File: src/sv/tdf_pkg.sv
package tdf_pkg;

  // Field widths of a result word
  localparam int PRIME_W = 16;
  localparam int EXP_W   = 5;

  localparam int FIRST_DIVISOR = 2;

  // Microprogram counter
  localparam int PC_W = 4;

  typedef enum logic [3:0] {
    OP_NOP        = 4'd0,
    OP_LOAD       = 4'd1,
    OP_INIT_D     = 4'd2,
    OP_DIV_START  = 4'd3,
    OP_DIV_WAIT   = 4'd4,
    OP_CLR_E      = 4'd5,
    OP_INC_D      = 4'd6,
    OP_REDUCE     = 4'd7,
    OP_REC_D      = 4'd8,
    OP_REC_N      = 4'd9,
    OP_EMIT_LAST  = 4'd10,
    OP_EMIT_EMPTY = 4'd11
  } op_e;

  typedef enum logic [2:0] {
    COND_NONE   = 3'd0,
    COND_ALWAYS = 3'd1,
    COND_N_LT2  = 3'd2,
    COND_D_GT_Q = 3'd3,
    COND_R_Z    = 3'd4
  } cond_e;

  typedef struct packed {
    op_e             op;
    cond_e           cond;
    logic [PC_W-1:0] target;
  } ucode_t;

  // Step addresses
  localparam logic [PC_W-1:0] PC_LOAD      = 4'd0;
  localparam logic [PC_W-1:0] PC_INIT      = 4'd1;
  localparam logic [PC_W-1:0] PC_TRY       = 4'd2;
  localparam logic [PC_W-1:0] PC_TRY_WAIT  = 4'd3;
  localparam logic [PC_W-1:0] PC_BOUND     = 4'd4;
  localparam logic [PC_W-1:0] PC_HIT       = 4'd5;
  localparam logic [PC_W-1:0] PC_NEXT_D    = 4'd6;
  localparam logic [PC_W-1:0] PC_REDUCE    = 4'd7;
  localparam logic [PC_W-1:0] PC_RED_WAIT  = 4'd8;
  localparam logic [PC_W-1:0] PC_RED_TEST  = 4'd9;
  localparam logic [PC_W-1:0] PC_REC_D     = 4'd10;
  localparam logic [PC_W-1:0] PC_TAIL      = 4'd11;
  localparam logic [PC_W-1:0] PC_REC_N     = 4'd12;
  localparam logic [PC_W-1:0] PC_EMIT_LAST = 4'd13;
  localparam logic [PC_W-1:0] PC_EMPTY     = 4'd14;

  // Control store
  function automatic ucode_t ucode_rom(input logic [PC_W-1:0] pc);
    ucode_t uw;
    uw = '{op: OP_NOP, cond: COND_ALWAYS, target: PC_LOAD};
    unique case (pc)
      PC_LOAD:      uw = '{op: OP_LOAD,       cond: COND_NONE,   target: PC_LOAD};
      PC_INIT:      uw = '{op: OP_INIT_D,     cond: COND_N_LT2,  target: PC_EMPTY};
      PC_TRY:       uw = '{op: OP_DIV_START,  cond: COND_NONE,   target: PC_LOAD};
      PC_TRY_WAIT:  uw = '{op: OP_DIV_WAIT,   cond: COND_NONE,   target: PC_LOAD};
      PC_BOUND:     uw = '{op: OP_CLR_E,      cond: COND_D_GT_Q, target: PC_TAIL};
      PC_HIT:       uw = '{op: OP_NOP,        cond: COND_R_Z,    target: PC_REDUCE};
      PC_NEXT_D:    uw = '{op: OP_INC_D,      cond: COND_ALWAYS, target: PC_TRY};
      PC_REDUCE:    uw = '{op: OP_REDUCE,     cond: COND_NONE,   target: PC_LOAD};
      PC_RED_WAIT:  uw = '{op: OP_DIV_WAIT,   cond: COND_NONE,   target: PC_LOAD};
      PC_RED_TEST:  uw = '{op: OP_NOP,        cond: COND_R_Z,    target: PC_REDUCE};
      PC_REC_D:     uw = '{op: OP_REC_D,      cond: COND_ALWAYS, target: PC_TRY};
      PC_TAIL:      uw = '{op: OP_NOP,        cond: COND_N_LT2,  target: PC_EMIT_LAST};
      PC_REC_N:     uw = '{op: OP_REC_N,      cond: COND_NONE,   target: PC_LOAD};
      PC_EMIT_LAST: uw = '{op: OP_EMIT_LAST,  cond: COND_ALWAYS, target: PC_LOAD};
      PC_EMPTY:     uw = '{op: OP_EMIT_EMPTY, cond: COND_ALWAYS, target: PC_LOAD};
      default:      uw = '{op: OP_NOP,        cond: COND_ALWAYS, target: PC_LOAD};
    endcase
    return uw;
  endfunction

endpackage

File: src/sv/tdf_divider.sv
module tdf_divider #(
  parameter int WIDTH = 16
) (
  input  logic             clk_i,
  input  logic             rst_ni,
  input  logic             start_i,
  input  logic [WIDTH-1:0] dividend_i,
  input  logic [WIDTH-1:0] divisor_i,
  output logic             busy_o,
  output logic [WIDTH-1:0] quot_o,
  output logic [WIDTH-1:0] rem_o
);

  localparam int CNT_W = $clog2(WIDTH + 1);

  logic             busy_q, busy_d;
  logic [CNT_W-1:0] cnt_q, cnt_d;
  logic [WIDTH-1:0] quot_q, quot_d;
  logic [WIDTH-1:0] rem_q, rem_d;
  logic [WIDTH-1:0] dsr_q, dsr_d;

  logic [WIDTH:0] trial;
  logic [WIDTH:0] diff;
  logic           fits;

  // Restoring division, one quotient bit per cycle
  assign trial = {rem_q, quot_q[WIDTH-1]};
  assign diff  = trial - {1'b0, dsr_q};
  assign fits  = trial >= {1'b0, dsr_q};

  always_comb begin
    busy_d = busy_q;
    cnt_d  = cnt_q;
    quot_d = quot_q;
    rem_d  = rem_q;
    dsr_d  = dsr_q;
    if (start_i) begin
      busy_d = 1'b1;
      cnt_d  = CNT_W'(WIDTH);
      quot_d = dividend_i;
      rem_d  = '0;
      dsr_d  = divisor_i;
    end else if (busy_q) begin
      rem_d  = fits ? diff[WIDTH-1:0] : trial[WIDTH-1:0];
      quot_d = {quot_q[WIDTH-2:0], fits};
      cnt_d  = cnt_q - CNT_W'(1);
      if (cnt_q == CNT_W'(1)) begin
        busy_d = 1'b0;
      end
    end
  end

  always_ff @(posedge clk_i or negedge rst_ni) begin
    if (!rst_ni) begin
      busy_q <= 1'b0;
      cnt_q  <= '0;
    end else begin
      busy_q <= busy_d;
      cnt_q  <= cnt_d;
    end
  end

  always_ff @(posedge clk_i) begin
    quot_q <= quot_d;
    rem_q  <= rem_d;
    dsr_q  <= dsr_d;
  end

  assign busy_o = busy_q;
  assign quot_o = quot_q;
  assign rem_o  = rem_q;

endmodule

File: src/sv/trial_division_factorizer_top.sv
// Channel  Direction  Handshake                   Word
// in       input      in_valid_i / in_stall_o     value_i
// out      output     out_valid_o / out_stall_i   prime_o, exponent_o, empty_res_o, last_o
//
// One word in at a time; the next is taken once the last result of the run is registered.
// Each trial divisor is one run of the one-bit-per-cycle remainder unit; an item takes
// roughly (floor(sqrt(value)) + sum of exponents) trials.
// Values below 2 give an empty result. Reset clears the sequencer and the output valid.
// A stalled output holds the sequencer at its next result; the input stalls meanwhile.
module trial_division_factorizer_top
  import tdf_pkg::*;
#(
  parameter int DATA_WIDTH          = 16,
  parameter int MAX_DISTINCT_PRIMES = 6
) (
  input  logic                  clk_i,
  input  logic                  rst_ni,
  input  logic                  in_valid_i,
  output logic                  in_stall_o,
  input  logic [DATA_WIDTH-1:0] value_i,
  output logic                  out_valid_o,
  input  logic                  out_stall_i,
  output logic [PRIME_W-1:0]    prime_o,
  output logic [EXP_W-1:0]      exponent_o,
  output logic                  empty_res_o,
  output logic                  last_o
);

  localparam int EW = $clog2(DATA_WIDTH);
  localparam int CW = $clog2(MAX_DISTINCT_PRIMES + 1);

  logic [PC_W-1:0]       pc_q, pc_d;
  logic [DATA_WIDTH-1:0] n_q, n_d;
  logic [DATA_WIDTH-1:0] d_q, d_d;
  logic [EW-1:0]         e_q, e_d;
  logic [CW-1:0]         count_q, count_d;
  logic [DATA_WIDTH-1:0] pend_prime_q, pend_prime_d;
  logic [EW-1:0]         pend_exp_q, pend_exp_d;

  logic                  out_valid_q, out_valid_d;
  logic [PRIME_W-1:0]    out_prime_q, out_prime_d;
  logic [EXP_W-1:0]      out_exp_q, out_exp_d;
  logic                  out_empty_q, out_empty_d;
  logic                  out_last_q, out_last_d;

  ucode_t                uw;
  logic                  hold;
  logic                  cond_true;
  logic                  out_free;
  logic                  out_push;
  logic                  rec_room;

  logic                  div_start;
  logic [DATA_WIDTH-1:0] div_dividend;
  logic                  div_busy;
  logic [DATA_WIDTH-1:0] div_quot;
  logic [DATA_WIDTH-1:0] div_rem;

  tdf_divider #(
    .WIDTH(DATA_WIDTH)
  ) u_div (
    .clk_i     (clk_i),
    .rst_ni    (rst_ni),
    .start_i   (div_start),
    .dividend_i(div_dividend),
    .divisor_i (d_q),
    .busy_o    (div_busy),
    .quot_o    (div_quot),
    .rem_o     (div_rem)
  );

  assign uw       = ucode_rom(pc_q);
  assign out_free = !out_valid_q || !out_stall_i;
  assign rec_room = count_q < CW'(MAX_DISTINCT_PRIMES);

  always_comb begin
    unique case (uw.op)
      OP_LOAD:               hold = !in_valid_i;
      OP_DIV_WAIT:           hold = div_busy;
      OP_REC_D, OP_REC_N:    hold = rec_room && (count_q != '0) && !out_free;
      OP_EMIT_LAST,
      OP_EMIT_EMPTY:         hold = !out_free;
      default:               hold = 1'b0;
    endcase
  end

  always_comb begin
    unique case (uw.cond)
      COND_ALWAYS: cond_true = 1'b1;
      COND_N_LT2:  cond_true = n_q < DATA_WIDTH'(FIRST_DIVISOR);
      COND_D_GT_Q: cond_true = d_q > div_quot;
      COND_R_Z:    cond_true = div_rem == '0;
      default:     cond_true = 1'b0;
    endcase
  end

  assign div_start    = !hold && (uw.op == OP_DIV_START || uw.op == OP_REDUCE);
  assign div_dividend = (uw.op == OP_REDUCE) ? div_quot : n_q;
  assign in_stall_o   = pc_q != PC_LOAD;

  always_comb begin
    pc_d         = pc_q;
    n_d          = n_q;
    d_d          = d_q;
    e_d          = e_q;
    count_d      = count_q;
    pend_prime_d = pend_prime_q;
    pend_exp_d   = pend_exp_q;
    out_push     = 1'b0;
    out_prime_d  = out_prime_q;
    out_exp_d    = out_exp_q;
    out_empty_d  = out_empty_q;
    out_last_d   = out_last_q;

    if (!hold) begin
      pc_d = cond_true ? uw.target : pc_q + PC_W'(1);
      unique case (uw.op)
        OP_LOAD: begin
          n_d     = value_i;
          count_d = '0;
        end
        OP_INIT_D: d_d = DATA_WIDTH'(FIRST_DIVISOR);
        OP_CLR_E:  e_d = '0;
        OP_INC_D:  d_d = d_q + DATA_WIDTH'(1);
        OP_REDUCE: begin
          n_d = div_quot;
          e_d = e_q + EW'(1);
        end
        OP_REC_D, OP_REC_N: begin
          if (uw.op == OP_REC_D) begin
            d_d = d_q + DATA_WIDTH'(1);
          end
          if (rec_room) begin
            // push the pending factor out; the new one waits to learn if it ends the run
            if (count_q != '0) begin
              out_push    = 1'b1;
              out_prime_d = PRIME_W'(pend_prime_q);
              out_exp_d   = EXP_W'(pend_exp_q);
              out_empty_d = 1'b0;
              out_last_d  = 1'b0;
            end
            pend_prime_d = (uw.op == OP_REC_D) ? d_q : n_q;
            pend_exp_d   = (uw.op == OP_REC_D) ? e_q : EW'(1);
            count_d      = count_q + CW'(1);
          end
        end
        OP_EMIT_LAST: begin
          out_push    = 1'b1;
          out_prime_d = PRIME_W'(pend_prime_q);
          out_exp_d   = EXP_W'(pend_exp_q);
          out_empty_d = 1'b0;
          out_last_d  = 1'b1;
        end
        OP_EMIT_EMPTY: begin
          out_push    = 1'b1;
          out_prime_d = '0;
          out_exp_d   = '0;
          out_empty_d = 1'b1;
          out_last_d  = 1'b1;
        end
        default: ;
      endcase
    end

    if (out_push) begin
      out_valid_d = 1'b1;
    end else if (!out_stall_i) begin
      out_valid_d = 1'b0;
    end else begin
      out_valid_d = out_valid_q;
    end
  end

  always_ff @(posedge clk_i or negedge rst_ni) begin
    if (!rst_ni) begin
      pc_q        <= PC_LOAD;
      count_q     <= '0;
      out_valid_q <= 1'b0;
    end else begin
      pc_q        <= pc_d;
      count_q     <= count_d;
      out_valid_q <= out_valid_d;
    end
  end

  always_ff @(posedge clk_i) begin
    n_q          <= n_d;
    d_q          <= d_d;
    e_q          <= e_d;
    pend_prime_q <= pend_prime_d;
    pend_exp_q   <= pend_exp_d;
    out_prime_q  <= out_prime_d;
    out_exp_q    <= out_exp_d;
    out_empty_q  <= out_empty_d;
    out_last_q   <= out_last_d;
  end

  assign out_valid_o = out_valid_q;
  assign prime_o     = out_prime_q;
  assign exponent_o  = out_exp_q;
  assign empty_res_o = out_empty_q;
  assign last_o      = out_last_q;

`ifndef SYNTHESIS
  a_div_idle_on_start: assert property (@(posedge clk_i) disable iff (!rst_ni)
    div_start |-> !div_busy)
    else $error("divider restarted while busy");

  a_divisor_nonzero: assert property (@(posedge clk_i) disable iff (!rst_ni)
    div_start |-> d_q >= DATA_WIDTH'(FIRST_DIVISOR))
    else $error("trial divisor below two");

  a_push_needs_room: assert property (@(posedge clk_i) disable iff (!rst_ni)
    out_push |-> out_free)
    else $error("output word overwritten while stalled");

  a_empty_is_last: assert property (@(posedge clk_i) disable iff (!rst_ni)
    (out_valid_q && out_empty_q) |-> out_last_q)
    else $error("empty result not marked last");
`endif

endmodule
File: config.mk
export PLATFORM = sky130hd
export DESIGN_NAME = trial_division_factorizer_top
export DESIGN_NICKNAME = d
export VERILOG_FILES = /design/src/sv/tdf_pkg.sv /design/src/sv/tdf_divider.sv /design/src/sv/trial_division_factorizer_top.sv
export SDC_FILE = /design/constraint.sdc
export NUM_CORES = 1
export LEC_CHECK = 0
export ABC_AREA = 1
export BUFFER_PORTS_ARGS = -buffer_cell sky130_fd_sc_hd__buf_2
export CORE_AREA = 2 2 125 127
export DETAILED_ROUTE_END_ITERATION = 6
export DIE_AREA = 0 0 127 129
export PLACE_DENSITY = 0.78
export SLEW_MARGIN = 20
export SYNTH_ARGS = -nofsm -noshare
export SYNTH_HDL_FRONTEND = slang
export SYNTH_SLANG_ARGS = --single-unit
File: constraint.sdc
create_clock -name clk_i -period 3.05 [get_ports clk_i]
set_input_delay 0.305 -clock clk_i [delete_from_list [all_inputs] [get_ports clk_i]]
set_output_delay 0.305 -clock clk_i [all_outputs]
set_load 0.05 [all_outputs]
==> flow_metrics.env <==
export IMPL_outcome="completed"
export IMPL_first_global_vias=5933
export IMPL_cpPeakStageDelay_ns=0.49
export IMPL_critical_path_class="register to register"
export IMPL_cts_tree="built"
export IMPL_layout_common_cells="nand2_1 (244), inv_1 (140), edfxtp_1 (110)"
export IMPL_core_area_sq_mm=0.0150
export IMPL_cts_sinks=140
export IMPL_antenna_found_initial=0
export IMPL_ys_ff_latch=140
export IMPL_finClkSkew_ns=0.0107
export IMPL_start_kind="register"
export IMPL_postCtsSetupBuffers=0
export IMPL_postSynthCellCount=937
export IMPL_drive_above_1_share=0.143
export IMPL_clock_root_buffer="clkbuf_16"
export IMPL_grt_first_pass_wirelength_mm=28.7
export IMPL_nets=1056
export IMPL_cts_hold_buf=1
export IMPL_max_slew_margin_rel=0.606
export IMPL_placed_area_sq_mm=0.00849
export IMPL_critPathLaunch="pc_q[1]"
export IMPL_cp_common_cell="nand2_2"
export IMPL_final_core_util=0.606
export IMPL_final_common_cell="nand2_1"
export IMPL_yosysUniqueCellTypes=47
export IMPL_port_buffers=43
export IMPL_first_iter_violations=545
export IMPL_num_vias=6331
export IMPL_vias_per_cell=5.31
export IMPL_cts_max_path_buffers=2
export IMPL_fin_crit_sh=0.879
export IMPL_clk_pin_slew_ns=0.06
export IMPL_crit_required_ns=3.14
export IMPL_track_usage=0.227
export IMPL_routed_wl_mm=17.9
export IMPL_synth_edf_count=110
export IMPL_min_path_type="input pin to register"
export IMPL_worst_pin_slew_ns=0.584
export IMPL_fin_tns_setup_ns=0
export IMPL_final_cells=1193
export IMPL_dr_pass1_iters=5
export IMPL_fin_area_sq_mm=0.00907
export IMPL_hold_path_depth=3
export IMPL_cp_cell_sequence="inv_1 -> ha_1 -> nand2_2 -> a21oi_4 -> nor2_2 -> nand3_1 -> nand2_2 -> nor2_8 -> inv_4 -> nor3_2 -> buf_4"
export IMPL_slowest_stage="dfrtp_1"
export IMPL_drv_cap=0
export IMPL_diodes=0
export IMPL_htreeDepth=4
export IMPL_endpoint_kind="register"
export IMPL_drtAntennaViolNets=0
export IMPL_drv_slew=0
export IMPL_syn_cell_area_sq_mm=0.00808
export IMPL_gp_congestion=0.902
export IMPL_seq_area_frac_synth=0.492
export IMPL_finalSetupViolCount=0
export IMPL_die_h_um=129
export IMPL_cts_made_buffers=17
export IMPL_ys_flop_type="edfxtp_1"
export IMPL_dpl_cell_count=1160
export IMPL_grt_setup_unrepaired="no"
export IMPL_reg2reg_from="pc_q[1]"
export IMPL_cts_resized=0
export IMPL_clock_latency_ns=0.43
export IMPL_min_period_ns=2.68
export IMPL_reg2reg_slack_ns=0.37
export IMPL_drc_errors=0
export IMPL_die_w_um=127
export IMPL_syn_nets=1001
export IMPL_min_to="n_q[5]"
export IMPL_worstHoldStart="value_i[5]"
export IMPL_reg2regPathDepth=11
export IMPL_die_area_sq_mm=0.0164
export IMPL_syn_to_final_growth_pct=12.3
export IMPL_arrival_ns=2.77
export IMPL_start_util=0.539
export IMPL_regToRegEndpoint="pend_prime_q[0]"
export IMPL_max_freq_ghz=0.373
export IMPL_synth_warnings=0
export IMPL_dp_hpwl_mm=13.1
export IMPL_avgSynthCellArea_sq_um=8.62
export IMPL_grt_ovfl_total=0
export IMPL_avgRoutedWirePerCell_um=15.0
export IMPL_grt_max_degree=36
export IMPL_rows=45
export IMPL_hold_viol_final=0
export IMPL_path_max_fanout=20
export IMPL_ios=45
export IMPL_async_flop_share=0.100
[worst max-delay path, delay by kind of cell, from the launching register on]
family / cells / cell delay, ns
flops: 1 / 0.49
buf+inv: 3 / 0.52
fa+ha+maj: 1 / 0.42
compound gates: 1 / 0.21
simple gates: 6 / 0.67
[cell families after synthesis]
logic type / after synthesis / share of synthesized area
AND/OR/NAND/NOR: 454 / 0.248
buffers and inverters: 170 / 0.0889
flip-flops: 140 / 0.492
AO/OA/AOI/OAI: 113 / 0.0850
adder cells (fa/ha/maj): 44 / 0.0691
XOR/XNOR: 15 / 0.0163
other: 1 / 0.000464
[routing by layer]
layer,vias to the layer above,share of wire,track usage
met5,-,0,0
met1,2894,0.44,0.305
met3,33,0.065,0.0428
met4,0,0.022,0.0808
met2,238,0.47,0.373
li1,3166,-,-
[area by class of cell]
type | instances | area, sq um
clock buffers | 19 | 433
clock inverters | 13 | 141
fillers | 1270 | 5900
inverters | 151 | 579
multi-input cells | 627 | 3390
flip-flops and latches | 140 | 3970
well taps | 188 | 235
repair buffers | 55 | 320
[worst max-delay path by stage]
stage | depth (start not counted) | slack (ns) | to
6_report | 11 | 0.37 | pend_prime_q[0]
2_1_floorplan | 10 | 0.07 | empty_res_o
3_5_place_dp | 11 | 0.39 | pend_prime_q[2]
5_1_grt | 9 | 0.19 | u_div.quot_o[10]
3_3_place_gp | 9 | 0.49 | u_div.quot_o[13]
4_1_cts | 11 | 0.35 | pend_prime_q[5]
[sequential cells by signal (all words and copies together), names as in the netlist, 3 cells and up]
| name | count |
|---|---|
| d_q | 16 |
| exponent_o | 4 |
| u_div.cnt_q | 5 |
| u_div.quot_o | 16 |
| pend_exp_q | 4 |
| pc_q | 4 |
| n_q | 16 |
| u_div.rem_o | 16 |
| prime_o | 16 |
| u_div.dsr_q | 16 |
| pend_prime_q | 16 |
| e_q | 4 |
| count_q | 3 |
[Yosys cell counts, types with 6 or more instances]
library cell / number / area, sq um
dfxtp_1: 16 / 320
xnor2_1: 8 / 70.1
buf_6: 6 / 67.6
dfrtp_1: 14 / 350
inv_2: 7 / 26.3
nand2_2: 7 / 43.8
xor2_1: 7 / 61.3
o21ai_1: 6 / 30.0
nor2_1: 89 / 334
edfxtp_1: 110 / 3300
a21oi_1: 31 / 155
nand3b_1: 6 / 45.0
o21ai_2: 16 / 140
buf_2: 9 / 45.0
nand4_1: 14 / 87.6
nand2_1: 244 / 916
nand3_1: 63 / 315
ha_1: 43 / 538
inv_1: 140 / 526
o21ai_0: 48 / 240
[through the flow]
stage | setup slack [ns] | hold WS [ns]
2_1_floorplan | 0.0678 | 0.00941
3_3_place_gp | 0.493 | 0.226
3_5_place_dp | 0.394 | 0.221
4_1_cts | 0.355 | 0.150
5_1_grt | 0.189 | 0.154
6_report | 0.369 | 0.156
Power is not shown: default switching activity piles up to over one toggle a cycle in this logic, so the estimate is an artifact.
